--- src/sv/sle_pkg.sv ---
package sle_pkg;

    localparam int LINE_SLOTS = 64;
    localparam int LEN_W      = $clog2(LINE_SLOTS);
    localparam int CAP_W      = 7;
    localparam int BYTE_W     = 8;

    localparam logic [CAP_W-1:0]  CAP_RESET = 7'd64;

    localparam logic [BYTE_W-1:0] CH_CR  = 8'h0D;
    localparam logic [BYTE_W-1:0] CH_LF  = 8'h0A;
    localparam logic [BYTE_W-1:0] CH_BS  = 8'h08;
    localparam logic [BYTE_W-1:0] CH_DEL = 8'h7F;

    typedef enum logic [1:0] {
        ST_IDLE,
        ST_READ,
        ST_LOAD,
        ST_TERM
    } state_t;

endpackage

--- src/sv/serial_line_editor_top.sv ---
// Serial line editor.
// Input channel: in_valid / in_ready carry one received byte (rx_byte) per word.
// Output channel: out_valid / out_ready carry one line character (line_char)
// per word; line_end marks the zero terminator word that closes a line.
// Configuration: cfg_write_en writes cfg_write_data into the line capacity
// register; write it only while the block is idle.
// Carriage returns, backspaces, DEL and ordinary bytes are accepted while the
// block is idle and produce no output words. A newline starts a drain of the
// kept characters from the line memory, at most one fewer than the capacity:
// each character passes through the synchronous memory read (ST_READ) and
// then the load of the output register (ST_LOAD), and the terminator follows
// (ST_TERM). The input is held off from the newline until the terminator is
// loaded; on a line with no characters only the terminator is sent.
// When the receiver stalls, the output register holds its word and the
// drain waits; nothing is lost. Reset empties the line, sets the capacity to
// 64 and leaves the memory contents undefined; no clearing pass is needed.
module serial_line_editor_top (
    input  logic                         clk,
    input  logic                         rst_n,
    input  logic                         in_valid,
    output logic                         in_ready,
    input  logic [sle_pkg::BYTE_W-1:0]   rx_byte,
    output logic                         out_valid,
    input  logic                         out_ready,
    output logic [sle_pkg::BYTE_W-1:0]   line_char,
    output logic                         line_end,
    input  logic                         cfg_write_en,
    input  logic [sle_pkg::CAP_W-1:0]    cfg_write_data
);

    localparam int LEN_W  = sle_pkg::LEN_W;
    localparam int CAP_W  = sle_pkg::CAP_W;
    localparam int BYTE_W = sle_pkg::BYTE_W;
    localparam logic [LEN_W-1:0] LEN_MAX = LEN_W'(sle_pkg::LINE_SLOTS - 1);
    localparam logic [LEN_W-1:0] LEN_ONE = LEN_W'(1);

    logic [BYTE_W-1:0] line_mem [sle_pkg::LINE_SLOTS];

    sle_pkg::state_t    state_reg, state_next;
    logic [LEN_W-1:0]   len_reg, len_next;
    logic [LEN_W-1:0]   idx_reg, idx_next;
    logic [LEN_W-1:0]   cnt_reg, cnt_next;
    logic [CAP_W-1:0]   cap_reg;
    logic               out_valid_reg, out_valid_next;
    logic [BYTE_W-1:0]  out_char_reg, out_char_next;
    logic               out_end_reg, out_end_next;
    logic [BYTE_W-1:0]  rd_data_reg;

    logic               in_fire;
    logic               mem_we;
    logic               slot_free;
    logic [CAP_W-1:0]   cap_m1;
    logic [CAP_W-1:0]   len_wide;
    logic [LEN_W-1:0]   emit_cnt;

    assign in_ready  = (state_reg == sle_pkg::ST_IDLE);
    assign in_fire   = in_valid && in_ready;
    assign slot_free = !out_valid_reg || out_ready;
    assign out_valid = out_valid_reg;
    assign line_char = out_char_reg;
    assign line_end  = out_end_reg;

    assign cap_m1   = (cap_reg == '0) ? '0 : cap_reg - CAP_W'(1);
    assign len_wide = CAP_W'(len_reg);
    assign emit_cnt = (len_wide < cap_m1) ? len_reg : cap_m1[LEN_W-1:0];

    assign mem_we = in_fire && (rx_byte != sle_pkg::CH_CR) && (rx_byte != sle_pkg::CH_LF)
                    && (rx_byte != sle_pkg::CH_BS) && (rx_byte != sle_pkg::CH_DEL)
                    && (len_reg < LEN_MAX);

    always_ff @(posedge clk)
    begin
        if (mem_we)
        begin
            line_mem[len_reg] <= rx_byte;
        end
        rd_data_reg <= line_mem[idx_reg];
    end

    always_ff @(posedge clk or negedge rst_n)
    begin
        if (!rst_n)
        begin
            state_reg     <= sle_pkg::ST_IDLE;
            len_reg       <= '0;
            idx_reg       <= '0;
            cnt_reg       <= '0;
            cap_reg       <= sle_pkg::CAP_RESET;
            out_valid_reg <= 1'b0;
        end
        else
        begin
            state_reg     <= state_next;
            len_reg       <= len_next;
            idx_reg       <= idx_next;
            cnt_reg       <= cnt_next;
            out_valid_reg <= out_valid_next;
            if (cfg_write_en)
            begin
                cap_reg <= cfg_write_data;
            end
        end
    end

    always_ff @(posedge clk)
    begin
        out_char_reg <= out_char_next;
        out_end_reg  <= out_end_next;
    end

    always_comb
    begin
        state_next     = state_reg;
        len_next       = len_reg;
        idx_next       = idx_reg;
        cnt_next       = cnt_reg;
        out_valid_next = out_valid_reg && !out_ready;
        out_char_next  = out_char_reg;
        out_end_next   = out_end_reg;
        case (state_reg)
            sle_pkg::ST_IDLE:
            begin
                if (in_fire)
                begin
                    if (rx_byte == sle_pkg::CH_LF)
                    begin
                        idx_next   = '0;
                        cnt_next   = emit_cnt;
                        len_next   = '0;
                        state_next = (emit_cnt == '0) ? sle_pkg::ST_TERM : sle_pkg::ST_READ;
                    end
                    else if ((rx_byte == sle_pkg::CH_BS) || (rx_byte == sle_pkg::CH_DEL))
                    begin
                        if (len_reg != '0)
                        begin
                            len_next = len_reg - LEN_ONE;
                        end
                    end
                    else if (mem_we)
                    begin
                        len_next = len_reg + LEN_ONE;
                    end
                end
            end
            sle_pkg::ST_READ:
            begin
                state_next = sle_pkg::ST_LOAD;
            end
            sle_pkg::ST_LOAD:
            begin
                if (slot_free)
                begin
                    out_valid_next = 1'b1;
                    out_char_next  = rd_data_reg;
                    out_end_next   = 1'b0;
                    idx_next       = idx_reg + LEN_ONE;
                    state_next     = (idx_reg == cnt_reg - LEN_ONE) ? sle_pkg::ST_TERM
                                                                    : sle_pkg::ST_READ;
                end
            end
            sle_pkg::ST_TERM:
            begin
                if (slot_free)
                begin
                    out_valid_next = 1'b1;
                    out_char_next  = '0;
                    out_end_next   = 1'b1;
                    state_next     = sle_pkg::ST_IDLE;
                end
            end
            default:
            begin
                state_next = sle_pkg::ST_IDLE;
            end
        endcase
    end

    a_len_bound: assert property (@(posedge clk) disable iff (!rst_n)
        len_reg <= LEN_MAX)
        else $error("line length beyond the last slot");

    a_newline_blocks: assert property (@(posedge clk) disable iff (!rst_n)
        (in_fire && (rx_byte == sle_pkg::CH_LF)) |=> !in_ready)
        else $error("input taken during a line drain");

    a_idx_in_range: assert property (@(posedge clk) disable iff (!rst_n)
        (state_reg == sle_pkg::ST_LOAD) |-> (idx_reg < cnt_reg))
        else $error("drain index past the emitted length");

    a_drain_empty_line: assert property (@(posedge clk) disable iff (!rst_n)
        (state_reg != sle_pkg::ST_IDLE) |-> (len_reg == '0))
        else $error("line not cleared while draining");

endmodule

--- config.mk ---
export PLATFORM = sky130hd
export DESIGN_NAME = serial_line_editor_top
export DESIGN_NICKNAME = d
export VERILOG_FILES = /design/src/sv/sle_pkg.sv /design/src/sv/serial_line_editor_top.sv
export SDC_FILE = /design/constraint.sdc
export NUM_CORES = 1
export LEC_CHECK = 0
export ABC_AREA = 1
export BUFFER_PORTS_ARGS = -buffer_cell sky130_fd_sc_hd__buf_2
export CORE_MARGIN = 5
export CORE_UTILIZATION = 40
export CTS_BUF_LIST = sky130_fd_sc_hd__clkbuf_8
export DETAILED_ROUTE_END_ITERATION = 16
export PLACE_DENSITY_LB_ADDON = 0.15
export SETUP_SLACK_MARGIN = 0.4
export SLEW_MARGIN = 20
export SYNTH_ARGS = -nofsm -noshare
export SYNTH_HDL_FRONTEND = slang
export SYNTH_SLANG_ARGS = --single-unit
--- constraint.sdc ---
create_clock -name clk -period 3.2 [get_ports clk]
set_input_delay 0.64 -clock clk [delete_from_list [all_inputs] [get_ports clk]]
set_output_delay 0.64 -clock clk [all_outputs]
set_load 0.01 [all_outputs]
# Word-level counts from Yosys, hierarchy flattened
# Memory sizes are Yosys's and may differ from the RTL's. A register that Yosys moved wholly into a read port is not among the register bits.
# Cells that the tools add are included.
[op_classes]
addsub = 5
magnitude_cmp = 2
eq_ne = 16
muxes = 27
reduce_logical = 24
[op_table]
columns = ["cell", "n"]
rows = [
  ["$mux 6", 8],
  ["$ne 8x4->1 const B", 3],
  ["$eq 8x4->1 const B", 2],
  ["$mux 8", 2],
  ["$pmux 8 s2", 1],
  ["$add 6x1->6 const B", 2],
  ["$mux 2", 6],
  ["$pmux 6 s2", 1],
  ["$reduce_and 4->1", 3],
  ["$sub 6x1->6 const B", 2],
  ["$eq 8x7->1 const B", 1],
  ["$ne 8x7->1 const B", 1],
  ["$pmux 2 s4", 1],
  ["$logic_and 1x1->1", 7],
  ["$logic_not 7->1", 1],
  ["$lt 6x7->1", 1],
  ["$mux 7", 1],
  ["$sub 7x1->7 const B", 1],
  ["$eq 6x6->1", 1],
  ["$logic_not 6->1", 1],
  ["$lt 6x6->1 const B", 1],
  ["$mux 1", 6],
  ["$reduce_and 3->1", 2],
  ["$reduce_bool 6->1", 1],
  ["12 further kinds", 18],
]
[word_totals]
regBits = 37
ramBits = 512
input_bits = 20
output_inout_bits = 11
word_cells = 83
mem_count = 1
[mem_list]
columns = ["memory", "words", "width", "read_ports", "rd_ports_with_merged_regs", "wr", "line_no", "source"]
rows = [
  ["line_mem", 64, 8, 1, 1, 1, "serial_line_editor_top.sv:37", "logic [BYTE_W-1:0] line_mem [sle_pkg::LINE_SLOTS];"],
]

# Logic depth before layout (Yosys ltp)
# Gate-level depths: netlist of run 1.
[depth]
word_depth = 10
ltp_mapped = 22
depth_no_buf = 22

# Least setup slack after synthesis of run 1
# Ideal clock, no wire load.
[synth_path]
kind = "register -> register"
start = "reg cap_reg[0]"
end = "reg state_reg[1]"
setup_ns = 0.065
arrival_ns = 2.450
t_required_ns = 3.135
setup_slack_ns = 0.685
path_stages_with_launch = 21
n_path_buf = 0
period_less_slack_ns = 2.515
path_cell_list = "dfrtp_1 inv_1 ha_1 inv_1 nor2_1 nand3_1 nand2_1 nor2_1 inv_1 ha_1 a21oi_1 nor2_1 o21ai_1 nand2_1 nand2_1 nand2_1 nor2_1 nand3_1 nand2_1 nand2_1 nand2_1"
[synth_via]
elab_chain_len = 9
[synth_lines]
columns = ["item", "line_no", "source"]
rows = [
  ["from (decl)", "serial_line_editor_top.sv:43", "logic [CAP_W-1:0] cap_reg;"],
  ["from (signal assigned)", "serial_line_editor_top.sv:88", "cap_reg <= sle_pkg::CAP_RESET;"],
  ["from (signal assigned)", "serial_line_editor_top.sv:100", "cap_reg <= cfg_write_data;"],
  ["$sub 7x1->7 or $logic_not 7->1 (tied branches)", "serial_line_editor_top.sv:63", "assign cap_m1 = (cap_reg == '0) ? '0 : cap_reg - CAP_W'(1);"],
  ["$mux 7 *", "serial_line_editor_top.sv:63", ""],
  ["$lt 6x7->1", "serial_line_editor_top.sv:65", "assign emit_cnt = (len_wide < cap_m1) ? len_reg : cap_m1[LEN_W-1:0];"],
  ["$mux 6 *", "serial_line_editor_top.sv:65", ""],
  ["$logic_not 6->1 *", "serial_line_editor_top.sv:130", "state_next = (emit_cnt == '0) ? sle_pkg::ST_TERM : sle_pkg::ST_READ;"],
  ["$mux 2 *", "serial_line_editor_top.sv:130", ""],
  ["$mux 2 *", "serial_line_editor_top.sv:125", "if (rx_byte == sle_pkg::CH_LF)"],
  ["$mux 2 *", "serial_line_editor_top.sv:123", "if (in_fire)"],
  ["$pmux 2 s4 *", "serial_line_editor_top.sv:120", "case (state_reg)"],
  ["to (signal assigned)", "serial_line_editor_top.sv:84", "state_reg <= sle_pkg::ST_IDLE;"],
  ["to (signal assigned)", "serial_line_editor_top.sv:93", "state_reg <= state_next;"],
  ["to (decl)", "serial_line_editor_top.sv:39", "sle_pkg::state_t state_reg, state_next;"],
]
# Mark *: on every way between the ends. The rest lies on a longest branch, timed or not. The select of a mux whose other input is x is not followed.
# A chain may end at the register's enable or synchronous reset.

# Final worst setup path of run 1
[layout_path]
start = "reg state_reg[0]"
end = "mem line_mem[31][6] (enable)"
[layout_via]
elab_chain_len = 9
[layout_lines]
columns = ["item", "line_no", "source"]
rows = [
  ["$logic_not 2->1", "serial_line_editor_top.sv:56", "assign in_ready = (state_reg == sle_pkg::ST_IDLE);"],
  ["$logic_and 1x1->1", "serial_line_editor_top.sv:57", "assign in_fire = in_valid && in_ready;"],
  ["$logic_and 1x1->1 (2 in series)", "serial_line_editor_top.sv:67", "assign mem_we = in_fire && (rx_byte != sle_pkg::CH_CR) && (rx_byte != sle_pkg::CH_LF)"],
  ["$logic_and 1x1->1 (2 in series)", "serial_line_editor_top.sv:68", "&& (rx_byte != sle_pkg::CH_BS) && (rx_byte != sle_pkg::CH_DEL)"],
  ["$logic_and 1x1->1", "serial_line_editor_top.sv:69", "&& (len_reg < LEN_MAX);"],
  ["$mux 1", "serial_line_editor_top.sv:73", "if (mem_we)"],
  ["$mux 1 (not written as such)", "serial_line_editor_top.sv:75", "line_mem[len_reg] <= rx_byte;"],
  ["to (decl)", "serial_line_editor_top.sv:37", ""],
]
# Every way passes these cells.

==> results of run 1 <==
==> per-stage QoR <==
stage	instances	hold WS (ns)
finish	2793	0.1972
detailed placement	2615	0.4902
floorplan	1823	0.3444
CTS	2790	0.1327
global route	2793	0.1582
global placement	2615	0.4866
==> layout make-up <==
type | count | area, um^2
repair buffers | 148 | 1139
clock inverters | 74 | 357.8
clock buffers | 100 | 1376
inverters | 65 | 250.2
flip-flops and latches | 557 | 16520
fillers | 5116 | 30060
diodes | 1 | 2.502
well taps | 756 | 945.9
multi-input cells | 1092 | 5416
==> path summary, 6_finish.rpt <==
| check | start | end | slack [ns] | cells after the start |
|---|---|---|---|---|
| hold reg to reg | cnt_reg[5] | cnt_reg[5] | 0.50 | 2 |
| min in group asynchronous | rst_n | cap_reg[4] | 0.57 | 2 |
| hold / removal | cfg_write_data[5] | cap_reg[5] | 0.20 | 3 |
| max in group asynchronous | rst_n | idx_reg[1] | 2.13 | 2 |
| setup / recovery | state_reg[0] | line_mem[31][6] | 0.60 | 9 |
| setup reg to reg | state_reg[0] | line_mem[31][6] | 0.60 | 9 |
==> logic make-up after synthesis <==
logic type / Yosys count / synth area share (%)
mux: 1 / 0.04995
other cells: 1 / 0.01663
simple gates: 603 / 10.87
flops: 557 / 73.23
xor+xnor: 12 / 0.4662
buf+inv: 174 / 3.025
fa+ha+maj: 13 / 0.7548
compound gates: 455 / 11.59
==> power breakdown <==
group	internal (uW)	switching [uW]
Clock	3050	2860
Combinational	1650	4090
Sequential	8280	222
==> synthesized netlist by cell type, types with 7 or more instances <==
library cell | instances | area [um^2]
a21oi_1 | 22 | 110.1
buf_2 | 22 | 110.1
clkbuf_1 | 81 | 304.0
dfrtp_1 | 27 | 675.7
dfxtp_1 | 8 | 160.2
edfxtp_1 | 521 | 15650
ha_1 | 12 | 150.1
inv_1 | 59 | 221.5
nand2_1 | 139 | 521.8
nand3_1 | 68 | 340.3
nand4_1 | 28 | 175.2
nor2_1 | 354 | 1329
nor3_1 | 8 | 40.04
o211ai_1 | 19 | 142.6
o21ai_0 | 280 | 1401
o221ai_1 | 45 | 394.1
o22ai_1 | 83 | 519.3
xor2_1 | 7 | 61.31
==> tightest hold or removal path, delay by kind of cell <==
family	cells	cell delay, ns
AOI/OAI and AO/OA	1	0.05
buffers and inverters	1	0.07
and+or+nand+nor	1	0.04
==> placed cells by master, fill, tap and decap left out, drive strengths merged, types with 7 or more instances in the layout <==
cell and instances:
nand3 68, inv 97, o21ai 281, nor3 8, nor2 355, edfxtp 521, dfrtp 27, nand2 139
nand4 28, clkbuf 100, o221ai 45, dfxtp 8, buf 147, a21oi 22, conb 8, xor2 7
clkinv 39, o211ai 19, ha 12, o22ai 83
==> per-layer routing <==
metal | vias to the layer above | GRT usage (%) | routed length (um)
met2 | 424 | 33.27 | 29850
li1 | 6984 | - | -
met5 | - | 0 | 16
met3 | 94 | 3.521 | 3324
met4 | 2 | 6.185 | 1758
met1 | 7625 | 28.14 | 27420
==> timing repair <==
action	in CTS	in global routing
hold buffers	1	0
resized for setup	1	10
buffers inserted	0	2
setup endpoints to repair	3	7
endpoints found under the hold margin	4	0
pin swaps	0	2
==> impl_metrics.py, run 1 <==
metrics = {
    "critical_path": {
        "cpMaxStageDelayCell": "dfrtp_1",
        "worst_path_most_repeated_cell": "nor2_1",
        "crit_fanout": 8,
        "path_class": "reg2reg",
        "required_ns": 3.57,
        "path_buf_inv": 3,
        "cpPeakStageDelay_ns": 0.45,
        "startpoint_type": "flip-flop",
        "crit_chain": "nor2_4, inv_1, nor2_1, nand3_1, or2_2, inv_2, nand2_1, nor2_1, buf_4",
        "cpLargestDelayFamily": "simple AND/OR/NAND/NOR gates",
        "cp_data_arrival_time_ns": 2.97,
        "end_kind": "flip-flop",
    },
    "logic_synthesis": {
        "synthArstFlopShare_pct": 5.027,
        "synth_edf_count": 521,
        "ys_seq_elements": 557,
        "avgSynthCellArea_um2": 12.41,
        "syn_area_mm2": 0.02254,
        "synth_cell_types": 37,
        "synthFlopType": "edfxtp_1",
        "netlist_instances": 1816,
        "seq_area_frac_synth_pct": 73.23,
        "yosysWarnings": 0,
    },
    "clock_tree": {
        "numCtsBuffers": 93,
        "clock-root-buffer": "clkbuf_8",
        "clk_pin_slew_ns": 0.06,
        "clkLatencyLatePin_ns": 0.67,
        "cts_tree": "yes",
        "cts_sinks": 557,
        "h-tree-depth": 3,
        "clock_path_buffers": 3,
    },
    "place": {
        "place_ws_ns": 0.1403,
        "place_area_mm2": 0.02421,
        "dpl.hpwl_um": 38150,
        "gp_routability_congestion": 0.8412,
        "portBuffers": 30,
    },
    "floorplanning": {
        "die_w_um": 247.4,
        "floorplan.initialDensity_pct": 40.21,
        "rows": 87,
        "dieArea_mm2": 0.06120,
        "core-area_mm2": 0.05606,
        "ioPinCount": 31,
        "die_h_um": 247.4,
    },
    "grt": {
        "antenna_found_initial": 2,
        "grt_usage_pct": 20.35,
        "grt_pass1_vias": 15050,
        "grt_max_degree": 133,
        "grt_pass1_wl_um": 94040,
        "gr-total-overflow": 0,
    },
    "layout": {
        "final_util_pct": 46.39,
        "layout.nets": 1990,
        "design_area_mm2": 0.02600,
        "drive_gt1_share_pct": 13.90,
        "area_delta_synth_final_pct": 15.35,
        "largest_reg_flops": 512,
    },
    "sta": {
        "fin_crit_sh_pct": 81.21,
        "finClkSkew_ns": 0.03599,
        "setup_viol": 0,
        "finalWorstSetupSlack_ns": 0.6013,
        "fmax_ghz": 0.3848,
        "hold_viol": 0,
        "final.setup.tns_ns": 0,
        "slew_headroom_pct": 43.63,
        "report.final.slew_viol_count": 0,
        "worstMarginPinSlew_ns": 0.8456,
        "rsz0062_at_grt": "false",
        "fin_crit_ns": 2.599,
    },
    "min_path": {
        "worstHoldPathType": "in2reg",
    },
    "routing": {
        "vias": 15130,
        "drc": 0,
        "firstDrtPassIters": 5,
        "ant_nets": 0,
        "wl_um": 62360,
        "vias_per_cell": 5.417,
        "routedWlPerCell_um": 22.33,
        "drt_iter0_drc": 1183,
    },
    "status": {
        "status": "finished, final reports clean",
    },
    "pwr": {
        "powerDensity_mw_per_mm2": 774.5,
        "finalPower_uw": 20140,
        "p_leak_uw": 0.009101,
        "peakVddDrop_mv": 0.4850,
    },
    "run": {
        "max-cap-violations": 0,
    },
}
(Power assumes the default switching activity.)
==> run 2, diff against run 1 <==
--- a/config.mk
+++ b/config.mk
@@ -5,7 +5,7 @@
 export SDC_FILE = /design/constraint.sdc
 export NUM_CORES = 1
 export LEC_CHECK = 0
-export ABC_AREA = 1
+export ABC_AREA = 0
 export BUFFER_PORTS_ARGS = -buffer_cell sky130_fd_sc_hd__buf_2
 export CORE_MARGIN = 5
 export CORE_UTILIZATION = 40
==> constraint.sdc (replaced) <==
create_clock -name clk -period 2.6 [get_ports clk]
set_input_delay 0.52 -clock clk [delete_from_list [all_inputs] [get_ports clk]]
set_output_delay 0.52 -clock clk [all_outputs]
set_load 0.01 [all_outputs]
==> run 2 against run 1 <==
- the flow now finishes with violations (negative setup slack)
- power up 34%
- die area shrank 1.8%
- critical path depth increased by 3
- critical path type unchanged
- critical endpoint is now cnt_reg[1]
- largest power group unchanged
- highest routed layer is now met4
==> impl_metrics.py, run 2 <==
metrics = {
    "status": {
        "status": "finished with violations",
        "violations": "negative setup slack",
    },
    "floorplanning": {
        "rows": 86,
        "floorplan.initialDensity_pct": 40.29,
        "dieArea_mm2": 0.06007,
        "core-area_mm2": 0.05488,
        "ioPinCount": 31,
        "die_w_um": 245.1,
        "die_h_um": 245.1,
    },
    "routing": {
        "firstDrtPassIters": 5,
        "ant_nets": 0,
        "drt_iter0_drc": 945,
        "routedWlPerCell_um": 25.24,
        "wl_um": 54670,
        "drc": 0,
        "vias": 11640,
        "vias_per_cell": 5.373,
    },
    "clock_tree": {
        "clock-root-buffer": "clkbuf_8",
        "cts_sinks": 557,
        "h-tree-depth": 3,
        "clkLatencyLatePin_ns": 0.67,
        "cts_tree": "yes",
        "clk_pin_slew_ns": 0.05,
        "numCtsBuffers": 92,
        "clock_path_buffers": 3,
    },
    "layout": {
        "largest_reg_flops": 512,
        "final_util_pct": 50.70,
        "design_area_mm2": 0.02782,
        "drive_gt1_share_pct": 43.50,
        "layout.nets": 1431,
        "layout_commonest_cell": "edfxtp_1",
        "final_cell_mix": "521 x edfxtp_1, 132 x buf_4, 128 x mux4_2",
        "area_delta_synth_final_pct": 25.85,
        "diodes": 0,
    },
    "grt": {
        "antenna_found_initial": 2,
        "grt_max_degree": 65,
        "grt_usage_pct": 18.54,
        "grt_pass1_vias": 12300,
        "grt_pass1_wl_um": 81730,
        "gr-total-overflow": 0,
    },
    "sta": {
        "fmax_ghz": 0.3784,
        "report.final.slew_viol_count": 0,
        "fin_crit_sh_pct": 101.6,
        "finClkSkew_ns": 0.02113,
        "hold_viol": 0,
        "rsz0062_at_grt": "true",
        "fin_crit_ns": 2.642,
        "timing.hold.ws_ns": 0.08539,
        "finalWorstSetupSlack_ns": -0.04248,
        "slew_headroom_pct": 46.31,
        "worstMarginPinSlew_ns": 0.8053,
        "setup_viol": 2,
    },
    "logic_synthesis": {
        "synth_top_area_share_pct": 70.76,
        "yosysWarnings": 0,
        "synth_top_family_by_area": "multiplexers",
        "netlist_instances": 1116,
        "synthArstFlopShare_pct": 5.027,
        "seq_area_frac_synth_pct": 74.66,
        "synth_top_cells_by_count": "521 x edfxtp_1, 128 x mux4_2, 85 x nor2_1",
        "synth-simple-area-share_pct": 3.814,
        "synth_xor_area_share_pct": 0.7527,
        "synthAdderAreaFrac_pct": 0.7697,
        "synth_cell_types": 62,
        "yosysTopAreaCell": "edfxtp_1",
        "synth_compound_area_share_pct": 4.448,
        "synth_edf_count": 521,
        "synth_mux_area_share_pct": 13.86,
        "yosysMostFrequentCell": "edfxtp_1",
        "syn_area_mm2": 0.02211,
        "avgSynthCellArea_um2": 19.81,
        "synthFlopType": "edfxtp_1",
        "synth.area.top_cells": "edfxtp_1 71%, mux4_2 13%, dfrtp_1 3.1%, nor2_1 1.4%, a22oi_1 1.4%",
        "ys_seq_elements": 557,
    },
    "critical_path": {
        "reg2regPathDepth": 12,
        "crit_fanout": 7,
        "cp_data_arrival_time_ns": 3.19,
        "required_ns": 3.15,
        "end_kind": "flip-flop",
        "path_class": "reg2reg",
        "startpoint_type": "flip-flop",
    },
    "pwr": {
        "powerDensity_mw_per_mm2": 970.7,
        "peakVddDrop_mv": 0.4144,
        "finalPower_uw": 27010,
        "p_leak_uw": 0.009390,
    },
    "place": {
        "portBuffers": 30,
        "place_area_mm2": 0.02505,
        "gp_routability_congestion": 0.7695,
        "place_ws_ns": -0.09251,
        "dpl.hpwl_um": 33890,
    },
    "run": {
        "max-cap-violations": 0,
    },
    "min_path": {
        "whs_path_depth": 2,
        "worstHoldPathType": "in2reg",
    },
}
==> run 2: cell types whose count changed in the layout (fill, tap and decap cells not counted), sizes merged, moves of 37 or more <==
cell	change
nor2	-270
o21ai	-270
mux4	+128
nand2	-101
buf	+91
o22ai	-83
nand3	-57
inv	-47
a22oi	+41
o221ai	-37
==> run 2: per-layer routing <==
layer / wire, um / track usage, % / share of wire (%)
met5: 0 / 0 / 0
met1: 23600 / 25.66 / 43
met2: 26930 / 30.04 / 49
met3: 2888 / 3.473 / 5.3
met4: 1251 / 6.007 / 2.3
==> run 2: path summary, 6_finish.rpt <==
check	startpoint	endpoint	slack, ns
max	cap_reg[0]	cnt_reg[1]	-0.04
min	cfg_write_data[4]	cap_reg[4]	0.09
max reg2reg	cap_reg[0]	cnt_reg[1]	-0.04
min reg2reg	rd_data_reg[4]	line_char[4]	0.50
max in group asynchronous	rst_n	idx_reg[0]	1.66
min in group asynchronous	rst_n	cap_reg[0]	0.43
==> run 2: cell type report <==
type	instances	area (um^2)
Sequential cell	557	16520
Timing Repair Buffer	240	2671
Fill cell	4492	27050
Multi-Input combinational cell	490	6075
Tap cell	704	880.8
Inverter	17	66.31
Clock inverter	63	306.5
Clock buffer	95	1308
==> run 2: per-stage QoR <==
stage / setup TNS [ns] / std cells
final: -0.06469 / 2166
after global routing: -1.031 / 2166
after CTS: -0.008865 / 2159
after detailed placement: -1.245 / 1970
after global placement: -0.09286 / 1970
after floorplan: 0 / 1123
==> run 2: what timing repair did <==
action,4_1_cts,5_1_grt
gates cloned,7,1
pin swaps,31,15
setup endpoints to repair,488,293
hold endpoints to repair,27,0
gates resized for setup,100,19
buffers inserted,23,6
hold buffers,1,0
==> run 2: logic make-up after synthesis <==
group	count (synthesis)
other cells	1
buf+inv	76
compound gates	124
simple gates	181
fa+ha+maj	13
flops	557
xor+xnor	19
mux	145
==> run 2: critical path, cell delays in order, from the launching register on <==
cell	delay, ns
dfrtp_1	0.40
inv_2	0.08
ha_4	0.13
nor3b_4	0.20
nand3b_1	0.17
o21ai_2	0.13
ha_4	0.24
a2111oi_4	0.35
a21o_1	0.21
a22oi_4	0.07
buf_12	0.15
mux2i_1	0.12
mux2_2	0.26
==> run 2: power by group <==
part / total (uW) / switching, uW / internal (uW)
clock: 6860 / 3310 / 3550
sequential: 10400 / 201 / 10200
combinational: 9740 / 4950 / 4790
total: 27000 / 8450 / 18600
==> run 3, diff against run 2 <==
--- a/config.mk
+++ b/config.mk
@@ -11,6 +11,7 @@
 export CORE_UTILIZATION = 40
 export CTS_BUF_LIST = sky130_fd_sc_hd__clkbuf_8
 export DETAILED_ROUTE_END_ITERATION = 16
+export MAX_ROUTING_LAYER = met4
 export PLACE_DENSITY_LB_ADDON = 0.15
 export SETUP_SLACK_MARGIN = 0.4
 export SLEW_MARGIN = 20
==> run 3 against run 2 <==
- the flow still finishes with violations (negative setup slack)
- non-clock buffer count fell by 1
- wire length about the same
- clock power about the same
- critical path depth stayed put
- worst setup slack gained 0.0074 ns
- critical path type unchanged
==> impl_metrics.py, run 3 (synthesized netlist as in run 2, its figures left out) <==
metrics = {
    "floorplanning": {
        "rows": 86,
        "die_h_um": 245.1,
        "dieArea_mm2": 0.06007,
        "core-area_mm2": 0.05488,
        "floorplan.initialDensity_pct": 40.29,
        "die_w_um": 245.1,
        "ioPinCount": 31,
    },
    "layout": {
        "layout_commonest_cell": "edfxtp_1",
        "layout.nets": 1430,
        "area_delta_synth_final_pct": 25.74,
        "largest_reg_flops": 512,
        "diodes": 0,
        "drive_gt1_share_pct": 43.46,
        "final_cell_mix": "521 x edfxtp_1, 132 x buf_4, 128 x mux4_2",
        "design_area_mm2": 0.02780,
    },
    "sta": {
        "fmax_ghz": 0.3795,
        "report.final.slew_viol_count": 0,
        "fin_crit_sh_pct": 101.3,
        "rsz0062_at_grt": "true",
        "finalWorstSetupSlack_ns": -0.03508,
        "finClkSkew_ns": 0.02093,
        "fin_crit_ns": 2.635,
        "worstMarginPinSlew_ns": 0.7937,
        "setup_viol": 2,
        "hold_viol": 0,
        "slew_headroom_pct": 46.98,
    },
    "routing": {
        "vias_per_cell": 5.379,
        "routedWlPerCell_um": 25.24,
        "drt_iter0_drc": 925,
        "wl_met1_um": 23860,
        "dr_wl_met2_um": 26800,
        "vias": 11650,
        "wl_met3_um": 2795,
        "routed.top_layer": "met4",
        "drc": 0,
        "firstDrtPassIters": 6,
        "wl_um": 54640,
        "ant_nets": 0,
    },
    "status": {
        "status": "finished with violations",
        "violations": "negative setup slack",
    },
    "min_path": {
        "worstHoldPathType": "in2reg",
        "hold_path.startpoint": "cfg_write_data[4]",
        "hold_end": "cap_reg[4]",
        "whs_path_depth": 2,
    },
    "grt": {
        "gr-total-overflow": 0,
        "grt_usage_pct": 19.08,
        "grt_pass1_vias": 12290,
        "grt_max_degree": 65,
        "grt_pass1_wl_um": 81670,
        "antenna_found_initial": 2,
    },
    "critical_path": {
        "rr_startpoint": "cap_reg[0]",
        "reg2regPathDepth": 12,
        "end_kind": "flip-flop",
        "required_ns": 3.15,
        "timing.rr.end": "cnt_reg[1]",
        "crit_fanout": 7,
        "path_class": "reg2reg",
        "cp_data_arrival_time_ns": 3.18,
        "startpoint_type": "flip-flop",
        "ff2ff_setup_slack_ns": -0.04,
    },
    "clock_tree": {
        "clock-root-buffer": "clkbuf_8",
        "clkLatencyLatePin_ns": 0.66,
        "cts_sinks": 557,
        "cts_tree": "yes",
        "numCtsBuffers": 92,
        "h-tree-depth": 3,
        "clock_path_buffers": 3,
        "clk_pin_slew_ns": 0.05,
    },
    "run": {
        "max-cap-violations": 0,
    },
    "pwr": {
        "finalPower_uw": 26970,
        "powerDensity_mw_per_mm2": 970.0,
        "p_leak_uw": 0.009383,
        "peakVddDrop_mv": 0.4138,
    },
    "place": {
        "dpl.hpwl_um": 33890,
        "gp_routability_congestion": 0.7814,
        "place_area_mm2": 0.02505,
        "portBuffers": 30,
    },
}
==> run 3: worst max-delay path, stage by stage (launching register included) <==
cell and delay, ns:
dfrtp_1 0.40, inv_2 0.08, ha_4 0.13, nor3b_4 0.20, nand3b_1 0.17, o21ai_2 0.13
ha_4 0.24, a2111oi_4 0.35, a21o_1 0.21, a22oi_4 0.07, buf_12 0.14, mux2i_1 0.12
mux2_2 0.26
==> run 3: repair_timing <==
action	in CTS	in global routing
setup buffers	23	5
hold buffers	1	0
gates resized for setup	100	17
gates cloned	7	1
hold endpoints to repair	27	0
pin swaps	31	17
setup endpoints to repair	488	291
==> run 3: stage by stage <==
stage          setup TNS (ns)  instances  hold slack, ns  utilization (%)  setup WS (ns)
6_report             -0.05287       2165         0.09026            50.66       -0.03508
5_1_grt                -1.030       2165         0.06709            50.66        -0.1821
4_1_cts             -0.008865       2159         0.02181            50.35      -0.008865
3_5_place_dp           -1.245       1970          0.4937            45.65       -0.09251
3_3_place_gp         -0.09286       1970          0.4890            45.65       -0.05449
2_1_floorplan               0       1123          0.2244                -         0.1465
==> run 3: layout make-up <==
class                   count  area, um^2
clock buffers              95        1308
clock inverters            63       306.5
repair buffers            239        2660
flip-flops and latches    557       16520
multi-input cells         490        6063
fillers                  4491       27080
well taps                 704       880.8
inverters                  17       66.31
==> run 3: report_power, final <==
part           switching [uW]  leakage, uW  internal, uW
sequential                201      0.00511         10200
clock                    3310     0.000955          3550
combinational            4930      0.00332          4760
==> run 3: worst max path at each step <==
stage,start,end,slack (ns)
global route,cap_reg[1],state_reg[1],-0.18
global placement,rx_byte[5],len_reg[5],-0.05
finish,cap_reg[0],cnt_reg[1],-0.04
floorplan,cap_reg[0],cnt_reg[1],0.15
CTS,cap_reg[0],cnt_reg[1],-0.009
detailed placement,cap_reg[0],cnt_reg[1],-0.09
==> run 3: layer usage <==
metal | GRT usage (%) | vias to the layer above
met3 | 3.408 | 70
met1 | 25.77 | 6094
met5 | - | -
met2 | 29.95 | 313
li1 | - | 5169
met4 | 5.957 | 0
